[config.mk]
export PLATFORM = sky130hd
export DESIGN_NAME = grid_raycast_pixel_shader_top
export DESIGN_NICKNAME = d
export VERILOG_FILES = /design/src/rtl/grc_pkg.sv /design/src/rtl/grc_front.sv /design/src/rtl/grc_back.sv /design/src/rtl/grid_raycast_pixel_shader_top.sv
export SDC_FILE = /design/constraint.sdc
export NUM_CORES = 1
export LEC_CHECK = 0
export ABC_AREA = 1
export BUFFER_PORTS_ARGS = -buffer_cell sky130_fd_sc_hd__buf_2
export CORE_MARGIN = 2
export CORE_UTILIZATION = 25
export DETAILED_ROUTE_END_ITERATION = 6
export PLACE_DENSITY = 0.5
export SETUP_SLACK_MARGIN = 0.05
export SYNTH_ARGS = -nofsm -noshare
export SYNTH_HDL_FRONTEND = slang
export SYNTH_SLANG_ARGS = --single-unit
[constraint.sdc]
create_clock -name clk -period 9.3 [get_ports clk]
set_input_delay 1.86 -clock clk [delete_from_list [all_inputs] [get_ports clk]]
set_output_delay 1.86 -clock clk [all_outputs]
set_load 0.03 [all_outputs]
[src/rtl/grc_pkg.sv]
// Types, tables and helper functions for the grid raycast pixel shader.
// Depends on nothing; used by the front, back and top modules of the block.
package grc_pkg;

    localparam int FOV_STEPS = 20;

    // One classified request passed from the front part to the back part.
    typedef struct packed {
        logic       is_tick;
        logic [5:0] ang;
        logic [6:0] row;
        logic [5:0] turn;
        logic [1:0] mv;
    } grc_req_t;

    function automatic logic is_wall(input logic [7:0] x, input logic [7:0] y);
        logic [3:0] cx;
        logic [3:0] cy;
        logic       w;
        cx = x[7:4];
        cy = y[7:4];
        w = (cx == 4'd0) || (cx == 4'd15) || (cy == 4'd0) || (cy == 4'd15);
        if ((cy == 4'd3 || cy == 4'd4) && (cx == 4'd4 || cx == 4'd5 || cx == 4'd11
            || cx == 4'd12))
        begin
            w = 1'b1;
        end
        if ((cy == 4'd7 || cy == 4'd8) && (cx == 4'd7 || cx == 4'd8))
        begin
            w = 1'b1;
        end
        if ((cy == 4'd10 || cy == 4'd11) && (cx == 4'd3 || cx == 4'd4))
        begin
            w = 1'b1;
        end
        return w;
    endfunction

    // Quarter wave of the step vector; sin(a) = cos(a - 16).
    function automatic logic [7:0] cos_step(input logic [5:0] a);
        logic [4:0] q;
        logic [3:0] i;
        logic [4:0] m;
        q = 5'd0;
        i = a[3:0];
        if (a[4])
        begin
            i = 4'd0 - a[3:0];
        end
        case (i)
            4'd0: m = 5'd16;  4'd1: m = 5'd16;  4'd2: m = 5'd16;  4'd3: m = 5'd15;
            4'd4: m = 5'd15;  4'd5: m = 5'd14;  4'd6: m = 5'd13;  4'd7: m = 5'd12;
            4'd8: m = 5'd11;  4'd9: m = 5'd10;  4'd10: m = 5'd9;  4'd11: m = 5'd8;
            4'd12: m = 5'd6;  4'd13: m = 5'd5;  4'd14: m = 5'd3;  4'd15: m = 5'd2;
            default: m = 5'd0;
        endcase
        if (a[4] && a[3:0] == 4'd0)
        begin
            m = 5'd0;
        end
        q = m;
        // Quadrants 1 and 2 are negative.
        if (a[5] ^ a[4])
        begin
            return 8'd0 - {3'd0, q};
        end
        return {3'd0, q};
    endfunction

    function automatic logic [7:0] sin_step(input logic [5:0] a);
        return cos_step(a - 6'd16);
    endfunction

    function automatic logic [5:0] half_height(input logic [2:0] d);
        case (d)
            3'd0: return 6'd4;
            3'd1: return 6'd40;
            3'd2: return 6'd20;
            3'd3: return 6'd13;
            3'd4: return 6'd10;
            default: return 6'd4;
        endcase
    endfunction

    function automatic logic [10:0] inv_span(input logic [2:0] d);
        case (d)
            3'd0: return 11'd256;
            3'd1: return 11'd26;
            3'd2: return 11'd51;
            3'd3: return 11'd79;
            3'd4: return 11'd102;
            default: return 11'd256;
        endcase
    endfunction

    function automatic logic [3:0] brick(input logic dark, input logic [2:0] v,
                                         input logic [2:0] u);
        logic mortar;
        mortar = (v == 3'd3) || (v == 3'd7) || (v == 3'd1 && (u == 3'd1 || u == 3'd6))
            || (v == 3'd5 && u == 3'd3);
        case ({dark, mortar})
            2'b00: return 4'd3;
            2'b01: return 4'd14;
            2'b10: return 4'd5;
            2'b11: return 4'd7;
            default: return 4'd3;
        endcase
    endfunction

endpackage

[src/rtl/grc_front.sv]
// Front part: accepts requests, maps the column to a ray angle, classifies.
// Depends on grc_pkg.
module grc_front #(
    parameter int SCREEN_COLUMNS = 160
) (
    input  logic             clk,
    input  logic             rst_n,
    input  logic             in_valid,
    output logic             in_stall,
    input  logic             req_type,
    input  logic [7:0]       pixel_col,
    input  logic [6:0]       pixel_row,
    input  logic [5:0]       turn_amount,
    input  logic [1:0]       move_code,
    output logic             q_valid,
    input  logic             q_stall,
    output grc_pkg::grc_req_t q_req
);
    import grc_pkg::*;

    // col * 20 / SCREEN_COLUMNS, modulo 64, through a 256-entry constant table.
    logic [5:0] col_ang_tab [256];

    for (genvar g = 0; g < 256; g++)
    begin : g_col_ang
        assign col_ang_tab[g] = 6'((g * FOV_STEPS / SCREEN_COLUMNS) % 64);
    end

    logic     full_reg;
    logic     full_next;
    grc_req_t req_reg;
    grc_req_t req_next;

    assign in_stall = full_reg && q_stall;
    assign q_valid = full_reg;
    assign q_req = req_reg;

    always_comb
    begin
        full_next = full_reg;
        req_next = req_reg;
        if (!in_stall)
        begin
            full_next = in_valid;
            req_next.is_tick = req_type;
            req_next.ang = col_ang_tab[pixel_col];
            req_next.row = pixel_row;
            req_next.turn = turn_amount;
            req_next.mv = move_code;
        end
    end

    always_ff @(posedge clk or negedge rst_n)
    begin
        if (!rst_n)
        begin
            full_reg <= 1'b0;
        end
        else
        begin
            full_reg <= full_next;
        end
    end

    always_ff @(posedge clk)
    begin
        req_reg <= req_next;
    end
endmodule

[src/rtl/grc_back.sv]
// Back part: updates the pose for ticks and shades pixels in a two-stage pipe.
// Depends on grc_pkg.
module grc_back #(
    parameter int HORIZON_ROW = 50
) (
    input  logic             clk,
    input  logic             rst_n,
    input  logic             q_valid,
    output logic             q_stall,
    input  grc_pkg::grc_req_t q_req,
    output logic             out_valid,
    input  logic             out_stall,
    output logic [3:0]       colour
);
    import grc_pkg::*;

    logic [7:0] pos_x_reg, pos_x_next, pos_y_reg, pos_y_next;
    logic [5:0] head_reg, head_next;

    // Stage 1 registers: ray result for one pixel.
    logic       s1_valid_reg, s1_valid_next;
    logic [2:0] s1_dist_reg;
    logic [2:0] s1_u_reg;
    logic [7:0] s1_rel_reg;
    logic       s1_ceil_reg, s1_floor_reg;
    // Stage 2: output register.
    logic       s2_valid_reg, s2_valid_next;
    logic [3:0] s2_colour_reg;

    logic       adv1;
    logic       adv0;
    logic [5:0] ang;
    logic [7:0] dx, dy;
    logic [7:0] rx [1:4];
    logic [7:0] ry [1:4];
    logic [2:0] hit_dist;
    logic [7:0] hx, hy;
    logic [5:0] h;
    logic [7:0] top, bot;
    logic [5:0] nh;
    logic [7:0] tx, ty, nx, ny;
    logic [18:0] prod;

    assign adv1 = !s2_valid_reg || !out_stall;
    assign adv0 = !s1_valid_reg || adv1;
    assign q_stall = !adv0;

    always_comb
    begin
        ang = q_req.ang + head_reg;
        dx = cos_step(ang);
        dy = sin_step(ang);
        hit_dist = 3'd0;
        hx = pos_x_reg;
        hy = pos_y_reg;
        for (int s = 1; s <= 4; s++)
        begin
            rx[s] = pos_x_reg + 8'(s) * dx;
            ry[s] = pos_y_reg + 8'(s) * dy;
        end
        for (int s = 4; s >= 1; s--)
        begin
            if (is_wall(rx[s], ry[s]))
            begin
                hit_dist = 3'(s);
                hx = rx[s];
                hy = ry[s];
            end
        end
        h = half_height(hit_dist);
        top = 8'(HORIZON_ROW) - {2'd0, h};
        bot = 8'(HORIZON_ROW) + {2'd0, h};
    end

    always_comb
    begin
        nh = head_reg + q_req.turn;
        tx = cos_step(nh);
        ty = sin_step(nh);
        nx = pos_x_reg;
        ny = pos_y_reg;
        if (q_req.mv == 2'd1)
        begin
            nx = pos_x_reg + tx;
            ny = pos_y_reg + ty;
        end
        else if (q_req.mv == 2'd2)
        begin
            nx = pos_x_reg - tx;
            ny = pos_y_reg - ty;
        end
        head_next = head_reg;
        pos_x_next = pos_x_reg;
        pos_y_next = pos_y_reg;
        if (q_valid && adv0 && q_req.is_tick)
        begin
            head_next = nh;
            if (!is_wall(nx, ny))
            begin
                pos_x_next = nx;
                pos_y_next = ny;
            end
        end
        s1_valid_next = s1_valid_reg;
        if (adv0)
        begin
            s1_valid_next = q_valid && !q_req.is_tick;
        end
        s2_valid_next = s2_valid_reg;
        if (adv1)
        begin
            s2_valid_next = s1_valid_reg;
        end
        prod = 19'(s1_rel_reg) * 19'(inv_span(s1_dist_reg));
    end

    always_ff @(posedge clk or negedge rst_n)
    begin
        if (!rst_n)
        begin
            pos_x_reg <= 8'd128;
            pos_y_reg <= 8'd128;
            head_reg <= 6'd0;
            s1_valid_reg <= 1'b0;
            s2_valid_reg <= 1'b0;
        end
        else
        begin
            pos_x_reg <= pos_x_next;
            pos_y_reg <= pos_y_next;
            head_reg <= head_next;
            s1_valid_reg <= s1_valid_next;
            s2_valid_reg <= s2_valid_next;
        end
    end

    always_ff @(posedge clk)
    begin
        if (adv0)
        begin
            s1_dist_reg <= hit_dist;
            s1_u_reg <= 3'(hx[7:1] + hy[7:1]);
            s1_rel_reg <= {1'b0, q_req.row} - top;
            s1_ceil_reg <= {1'b0, q_req.row} < top;
            s1_floor_reg <= {1'b0, q_req.row} > bot;
        end
        if (adv1)
        begin
            if (s1_ceil_reg)
            begin
                s2_colour_reg <= 4'd1;
            end
            else if (s1_floor_reg)
            begin
                s2_colour_reg <= 4'd2;
            end
            else
            begin
                s2_colour_reg <= brick(s1_dist_reg >= 3'd3, prod[10:8], s1_u_reg);
            end
        end
    end

    assign out_valid = s2_valid_reg;
    assign colour = s2_colour_reg;
endmodule

[src/rtl/grid_raycast_pixel_shader_top.sv]
// Grid raycast pixel shader: pixel requests give a colour, ticks move the player.
// A pixel request passes the front register, the ray stage and the output register.
// Throughput: one request per cycle; the front register, the ray stage and the
// output register form the short queue, and each stage holds under a stall.
// Reset (asynchronous, rst_n low) sets the pose to x = y = 128, heading 0,
// and empties every stage.
module grid_raycast_pixel_shader_top #(
    parameter int SCREEN_COLUMNS = 160,
    parameter int HORIZON_ROW = 50
) (
    input  logic       clk,
    input  logic       rst_n,
    input  logic       in_valid,
    output logic       in_stall,
    input  logic       req_type,
    input  logic [7:0] pixel_col,
    input  logic [6:0] pixel_row,
    input  logic [5:0] turn_amount,
    input  logic [1:0] move_code,
    output logic       out_valid,
    input  logic       out_stall,
    output logic [3:0] colour
);
    import grc_pkg::*;

    // The front register is the queue between the two parts; the ray angle
    // from the column is looked up there, and the heading is added behind it
    // so that a tick ahead of a pixel always takes effect first.
    logic     q_valid;
    logic     q_stall;
    grc_req_t q_req;

    grc_front #(.SCREEN_COLUMNS(SCREEN_COLUMNS)) u_front (
        .clk(clk), .rst_n(rst_n), .in_valid(in_valid), .in_stall(in_stall),
        .req_type(req_type), .pixel_col(pixel_col), .pixel_row(pixel_row),
        .turn_amount(turn_amount), .move_code(move_code),
        .q_valid(q_valid), .q_stall(q_stall), .q_req(q_req)
    );

    // The back part applies ticks to the pose and shades pixel requests.
    grc_back #(.HORIZON_ROW(HORIZON_ROW)) u_back (
        .clk(clk), .rst_n(rst_n), .q_valid(q_valid), .q_stall(q_stall),
        .q_req(q_req), .out_valid(out_valid),
        .out_stall(out_stall), .colour(colour)
    );
endmodule

==> flow_metrics.py, run 1 <==
metrics = {
    "min_path": {
        "hold_depth": 2,
        "hold_path.class": "register to register",
    },
    "setup_path": {
        "cp.arrival_ns": 8.49,
        "critical_path_class": "register to register",
        "required_ns": 9.39,
        "critPathMaxStageDelay_ns": 0.54,
        "cp_slowest_cell": "fa_1",
        "critical_path.max_fanout": 5,
        "reg2reg_depth": 48,
        "end_kind": "register",
        "startpoint_type": "register",
        "cpMostUsedCell": "nand2_1",
    },
    "sta": {
        "fmax_mhz": 119,
        "report.final.setup_viol": 0,
        "worstMarginPinSlew_ns": 0.917,
        "worst_clock_skew_ns": 0.0115,
        "finalCritPeriodShare_pct": 90.3,
        "hold_viol_final": 0,
        "period_minus_slack_ns": 8.40,
        "finalSetupTns_ns": 0,
        "rsz0062_at_grt": "false",
        "slew_violations": 0,
        "maxSlewHeadroom_pct": 38.8,
        "setup_ws_ns": 0.902,
    },
    "detailed_routing": {
        "drc": 0,
        "num_vias": 9623,
        "dr.pass1.iters": 5,
        "via_per_inst": 4.42,
        "ant_nets": 0,
        "wl_um": 26900,
        "first_iter_violations": 387,
        "routedWlPerCell_um": 12.3,
    },
    "grt": {
        "antenna_found_initial": 0,
        "grt_usage_pct": 12.7,
        "overflow": 0,
        "grt_pass1_wl_um": 46100,
        "grt_max_degree": 26,
        "grt_pass1_vias": 9662,
    },
    "clocking": {
        "cts_max_level": 3,
        "root_buffer": "clkbuf_16",
        "ctsHoldBuffers": 0,
        "cts_buffer_depth": 2,
        "postCtsSetupBuffers": 0,
        "cts_tree": "done",
        "cts.sinks": 66,
        "clkTransAtPathRegs_ns": 0.06,
        "clk_latency_ns": 0.35,
        "cts_resized": 0,
        "cts_buffers": 9,
    },
    "die": {
        "io_pins": 34,
        "core_um2": 43000,
        "fp.dieH_um": 212,
        "row_count": 76,
        "start_util_pct": 25.3,
        "fp.dieW_um": 212,
        "dieArea_um2": 45100,
    },
    "synth": {
        "synth_edf_count": 41,
        "synth_top_family_by_area": "simple AND/OR/NAND/NOR gates",
        "synth_fa_ha_area_share_pct": 25.4,
        "synth.mux.area_fraction_pct": 0,
        "syn_inst": 1553,
        "synthArstFlopShare_pct": 37.9,
        "yosys.area_share.xor_xnor_pct": 5.31,
        "synth_compound_gate_area_share_pct": 10.1,
        "synth.avg_cell_area_um2": 6.99,
        "synth_flop_cell": "edfxtp_1",
        "synth_warnings": 0,
        "synth_simple_gate_area_share_pct": 31.8,
        "yosys.cell_types.count": 56,
        "syn_area_um2": 10900,
        "ys_ff_latch": 66,
        "yosysSeqAreaShare_pct": 17.1,
    },
    "run_status": {
        "outcome": "finished clean",
    },
    "placement": {
        "place_ws_ns": 0.474,
        "hpwl_um": 22800,
        "io_buffers": 30,
        "place_congestion": 0.886,
    },
    "run": {
        "maxCapViolations": 0,
    },
    "cells_and_area": {
        "antenna_cells": 0,
        "largest_reg_flops": 21,
        "drive_above_1_share_pct": 10.1,
        "fin_nets": 1805,
        "area_delta_synth_final_pct": 10.7,
    },
}
-- cell usage after synthesis (3+ instances only) --
| cell type | instances | area share [%] |
|---|---|---|
| xor2_1 | 43 | 3.5 |
| nand2_2 | 35 | 2.0 |
| a21oi_2 | 3 | 0.24 |
| inv_2 | 14 | 0.48 |
| ha_1 | 139 | 16 |
| nand3_1 | 122 | 5.6 |
| edfxtp_1 | 41 | 11 |
| o22ai_1 | 5 | 0.29 |
| o21ai_1 | 9 | 0.41 |
| o21ai_0 | 57 | 2.6 |
| nand4_1 | 12 | 0.69 |
| or2_1 | 3 | 0.17 |
| inv_1 | 260 | 9.0 |
| a211oi_1 | 4 | 0.28 |
| buf_4 | 4 | 0.28 |
| nor3_1 | 12 | 0.55 |
| a31oi_1 | 6 | 0.35 |
| nor2_2 | 5 | 0.29 |
| nand2_1 | 359 | 12 |
| nor2_4 | 5 | 0.52 |
| o31ai_1 | 5 | 0.35 |
| clkbuf_1 | 3 | 0.10 |
| nor2_1 | 153 | 5.3 |
| fa_1 | 51 | 9.4 |
| and2_1 | 9 | 0.52 |
| o21ai_2 | 8 | 0.65 |
| nand3b_1 | 11 | 0.76 |
| o21bai_1 | 13 | 0.90 |
| a21oi_1 | 62 | 2.9 |
| or2_2 | 5 | 0.29 |
| xnor2_1 | 21 | 1.7 |
| nand3_2 | 17 | 1.6 |
| dfrtp_1 | 23 | 5.3 |
-- final timing paths --
kind | from | endpoint | slack [ns]
max | u_back.head_reg[0]$_DFFE_PN0P_ | u_back.s1_rel_reg[5]$_DFFE_PP_ | 0.90
min | u_back.s1_valid_reg$_DFFE_PN0P_ | u_back.out_valid$_DFFE_PN0P_ | 0.45
max reg2reg | u_back.head_reg[0]$_DFFE_PN0P_ | u_back.s1_rel_reg[5]$_DFFE_PP_ | 0.90
min reg2reg | u_back.s1_valid_reg$_DFFE_PN0P_ | u_back.out_valid$_DFFE_PN0P_ | 0.45
max in group asynchronous | rst_n | u_back.head_reg[2]$_DFFE_PN0P_ | 7.29
min in group asynchronous | rst_n | u_back.pos_x_reg[3]$_DFFE_PN0P_ | 1.55
-- cells by family after synthesis --
kind of cell	after synthesis
flops	66
xor+xnor	65
buf+inv	288
other cells	1
simple gates	757
fa+ha+maj	190
compound gates	186
-- area by class of cell --
| cell class | count | area (µm²) |
|---|---|---|
| Multi-Input combinational cell | 1200 | 7930 |
| Timing Repair Buffer | 33 | 173 |
| Fill cell | 4811 | 31000 |
| Sequential cell | 66 | 1860 |
| Tap cell | 585 | 732 |
| Clock inverter | 4 | 22.5 |
| Clock buffer | 12 | 268 |
| Inverter | 277 | 1040 |
-- worst max-delay path: cells and delay by family, from the launching register on --
kind	cells	cell delay, ns
adder cells (fa/ha/maj)	10	3.27
AND/OR/NAND/NOR	22	2.23
AO/OA/AOI/OAI	7	1.13
buffers and inverters	6	0.56
XOR/XNOR	3	0.52
flip-flops	1	0.42
-- layer usage --
metal | wire (µm) | GRT usage (%) | part of all wire [%]
met3 | 839 | 1.86 | 3.1
met4 | 543 | 4.00 | 2.0
met1 | 12800 | 16.2 | 47
met5 | 0 | 0 | 0
met2 | 12700 | 22.1 | 47
-- metrics by stage --
stage	instances	util [%]	cell area [µm²]	hold WS, ns
after global placement	2161	27.2	11700	0.427
after detailed placement	2161	27.2	11700	0.437
final	2177	28.0	12000	0.450
after global routing	2177	28.0	12000	0.486
after CTS	2177	27.9	12000	0.451
after floorplan	1554	-	10900	0.423
-- cell usage in the layout, fill, tap and decap left out, types with 17 or more instances in the layout --
cell / count
buf_2: 30
nand3_2: 17
o21ai_0: 56
nand2_2: 36
nand2_1: 358
xor2_1: 41
ha_1: 139
nand3_1: 122
inv_1: 260
xnor2_1: 20
dfrtp_1: 23
edfxtp_1: 41
nor2_1: 153
a21oi_1: 62
fa_1: 51
Power of run 1 is left out: the tool's default activity adds up to more than one toggle a clock period on the data nets, which glitch-free logic cannot reach.
==> inputs of run 2 (changes only) <==
- ABC_AREA: 1 -> 0
==> run 2 against run 1 <==
  * Via count fell by 2.7%
  * Global-route usage down 0.79 points
  * Non-clock buffer count increased by 48
  * Utilization up 0.58 points
  * Die area grew 1.6%
  * Area after synthesis increased by 1.7%
  * First-iteration DRC count grew 12%
  * Register-to-register slack worse by 0.27 ns
  * Critical path depth fell by 3
  * Critical path type unchanged
==> flow_metrics.py, run 2 <==
metrics = {
    "run_status": {
        "outcome": "finished clean",
    },
    "clocking": {
        "cts_buffer_depth": 2,
        "cts_max_level": 3,
        "root_buffer": "clkbuf_16",
        "clk_latency_ns": 0.36,
        "clkTransAtPathRegs_ns": 0.06,
        "cts_buffers": 9,
        "cts.sinks": 66,
        "cts_tree": "done",
    },
    "synth": {
        "synth_edf_count": 41,
        "yosys.cell_types.count": 98,
        "synth_top_family_by_area": "adder cells",
        "synth_fa_ha_area_share_pct": 25.0,
        "synth_compound_gate_area_share_pct": 23.2,
        "ys_ff_latch": 66,
        "synth_flop_cell": "edfxtp_1",
        "yosys.area_share.xor_xnor_pct": 9.70,
        "syn_inst": 1301,
        "synth_area_leader_cell": "ha_1",
        "synth.avg_cell_area_um2": 8.49,
        "synth.mux.area_fraction_pct": 2.47,
        "ys_top_cells_by_area": "ha_1 16%, edfxtp_1 11%, fa_1 9.2%, xnor2_1 5.5%, dfrtp_1 5.2%",
        "syn_area_um2": 11000,
        "synth_top_area_share_pct": 15.8,
        "ys_top_cells_by_count": "142 x inv_1, 139 x ha_1, 91 x nand2_1",
        "synthArstFlopShare_pct": 37.9,
        "synth_warnings": 0,
        "yosysSeqAreaShare_pct": 16.8,
        "synth_simple_gate_area_share_pct": 16.4,
        "synth.most_common_cell": "inv_1",
    },
    "cells_and_area": {
        "post-route-util_pct": 28.6,
        "antenna_cells": 0,
        "largest_reg_flops": 21,
        "layout.cells.non_filler": 1955,
        "mostFrequentLayoutCells": "142 x inv_1, 136 x ha_1, 91 x nand2_1, 85 x nor2_1, 85 x a21oi_1",
        "final_common_cell": "inv_1",
        "fin_nets": 1576,
        "fillCellCount": 4761,
        "area_delta_synth_final_pct": 13.7,
        "drive_above_1_share_pct": 11.9,
    },
    "setup_path": {
        "cp_num_buf_inv": 5,
        "critical_path_class": "register to register",
        "cp.arrival_ns": 8.77,
        "reg2reg_depth": 45,
        "crit_family": "adder cells",
        "critPathMaxStageDelay_ns": 0.50,
        "critical_path.max_fanout": 6,
        "cp_slowest_cell": "fa_1",
        "end_kind": "register",
        "cpMostUsedCell": "inv_1",
        "r2r_slack_ns": 0.63,
        "r2r_start": "u_front.q_req[15]$_DFFE_PN_",
        "r2r-end": "u_back.s1_rel_reg[6]$_DFFE_PP_",
        "required_ns": 9.40,
        "startpoint_type": "register",
    },
    "detailed_routing": {
        "dr.pass1.iters": 7,
        "drc": 0,
        "first_iter_violations": 434,
        "num_vias": 9366,
        "ant_nets": 0,
        "wl_um": 27300,
        "routedWlPerCell_um": 14.0,
        "via_per_inst": 4.79,
    },
    "min_path": {
        "worst_hold_path.endpoint": "u_back.s1_valid_reg$_DFFE_PN0P_",
        "hold_path.class": "register to register",
        "hp-start": "u_front.q_req[21]$_DFFE_PN_",
        "hold_depth": 1,
    },
    "grt": {
        "antenna_found_initial": 1,
        "overflow": 0,
        "grt_pass1_wl_um": 45000,
        "grt_pass1_vias": 9112,
        "grt_max_degree": 26,
        "grt_usage_pct": 12.0,
    },
    "sta": {
        "finalCritPeriodShare_pct": 93.2,
        "slew_violations": 0,
        "report.final.setup_viol": 0,
        "fmax_mhz": 115,
        "period_minus_slack_ns": 8.67,
        "hold_viol_final": 0,
        "finalSetupTns_ns": 0,
        "hold_slack_ns": 0.451,
        "worst_clock_skew_ns": 0.0150,
        "worstMarginPinSlew_ns": 0.840,
        "maxSlewHeadroom_pct": 43.9,
        "rsz0062_at_grt": "false",
    },
    "die": {
        "core_um2": 43900,
        "start_util_pct": 25.1,
        "fp.dieW_um": 214,
        "dieArea_um2": 45900,
        "row_count": 77,
        "fp.dieH_um": 214,
        "io_pins": 34,
    },
    "placement": {
        "io_buffers": 30,
        "hpwl_um": 22700,
        "dp_cells": 1932,
        "place_congestion": 0.826,
    },
    "run": {
        "maxCapViolations": 0,
    },
}
## run 2: cell types whose count changed after synthesis, moves of 24 or more
cell / delta
a21o_1: +36
nand2_1: -268
nand2b_1: +24
nor2_1: -67
xnor2_1: +48
inv_1: -118
a21oi_1: +26
nand2_2: -34
nand3_1: -101
## run 2: through the flow
step	cell area [µm²]	setup slack [ns]
2_1_floorplan	11000	0.0931
3_3_place_gp	12100	0.132
3_5_place_dp	12100	0.0471
4_1_cts	12400	0.0930
5_1_grt	12500	0.0297
6_report	12500	0.631
## run 2: cell type report
cell class / count / area [µm²] / share of cell area [%]
multi-input combinational: 1056 / 8580 / 68.4
sequential: 66 / 1860 / 14.8
tap: 592 / 741 / 5.90
inverter: 144 / 541 / 4.31
timing repair buffer: 81 / 533 / 4.25
clock buffer: 12 / 246 / 1.96
clock inverter: 4 / 51.3 / 0.409
## run 2: worst max path at each step
stage | to | slack [ns] | from | cells after the start
final | u_back.s1_rel_reg[6]$_DFFE_PP_ | 0.63 | u_front.q_req[15]$_DFFE_PN_ | 45
after global routing | u_back.s1_rel_reg[7]$_DFFE_PP_ | 0.03 | u_front.q_req[15]$_DFFE_PN_ | 46
after CTS | u_back.s1_rel_reg[6]$_DFFE_PP_ | 0.09 | u_back.head_reg[0]$_DFFE_PN0P_ | 43
after detailed placement | u_back.s1_rel_reg[6]$_DFFE_PP_ | 0.05 | u_back.head_reg[0]$_DFFE_PN0P_ | 44
after global placement | u_back.s1_rel_reg[7]$_DFFE_PP_ | 0.13 | u_back.head_reg[0]$_DFFE_PN0P_ | 46
after floorplan | u_back.s1_rel_reg[6]$_DFFE_PP_ | 0.09 | u_back.head_reg[0]$_DFFE_PN0P_ | 44
## run 2: metal layers
metal / track usage, % / part of all wire (%)
met2: 20.9 / 48
met5: 0 / 0
met4: 3.15 / 1.5
met1: 15.3 / 47
met3: 1.86 / 3.3
## run 2: timing repair
item                       CTS  global route
resized for setup            2            23
setup endpoints to repair    2             8
setup buffers                0             7
hold buffers                 0             0
pin swaps                    0             7
## run 2: logic make-up (layout without fill, tap and decap cells)
kind of cell,count (synthesis),in the layout
AO/OA/AOI/OAI,373,373
AND/OR/NAND/NOR,354,354
adder cells (fa/ha/maj),190,190
buffers and inverters,180,241
XOR/XNOR,111,111
flip-flops,66,66
multiplexers,26,26
other,1,2
Power of run 2 is left out for the same reason.
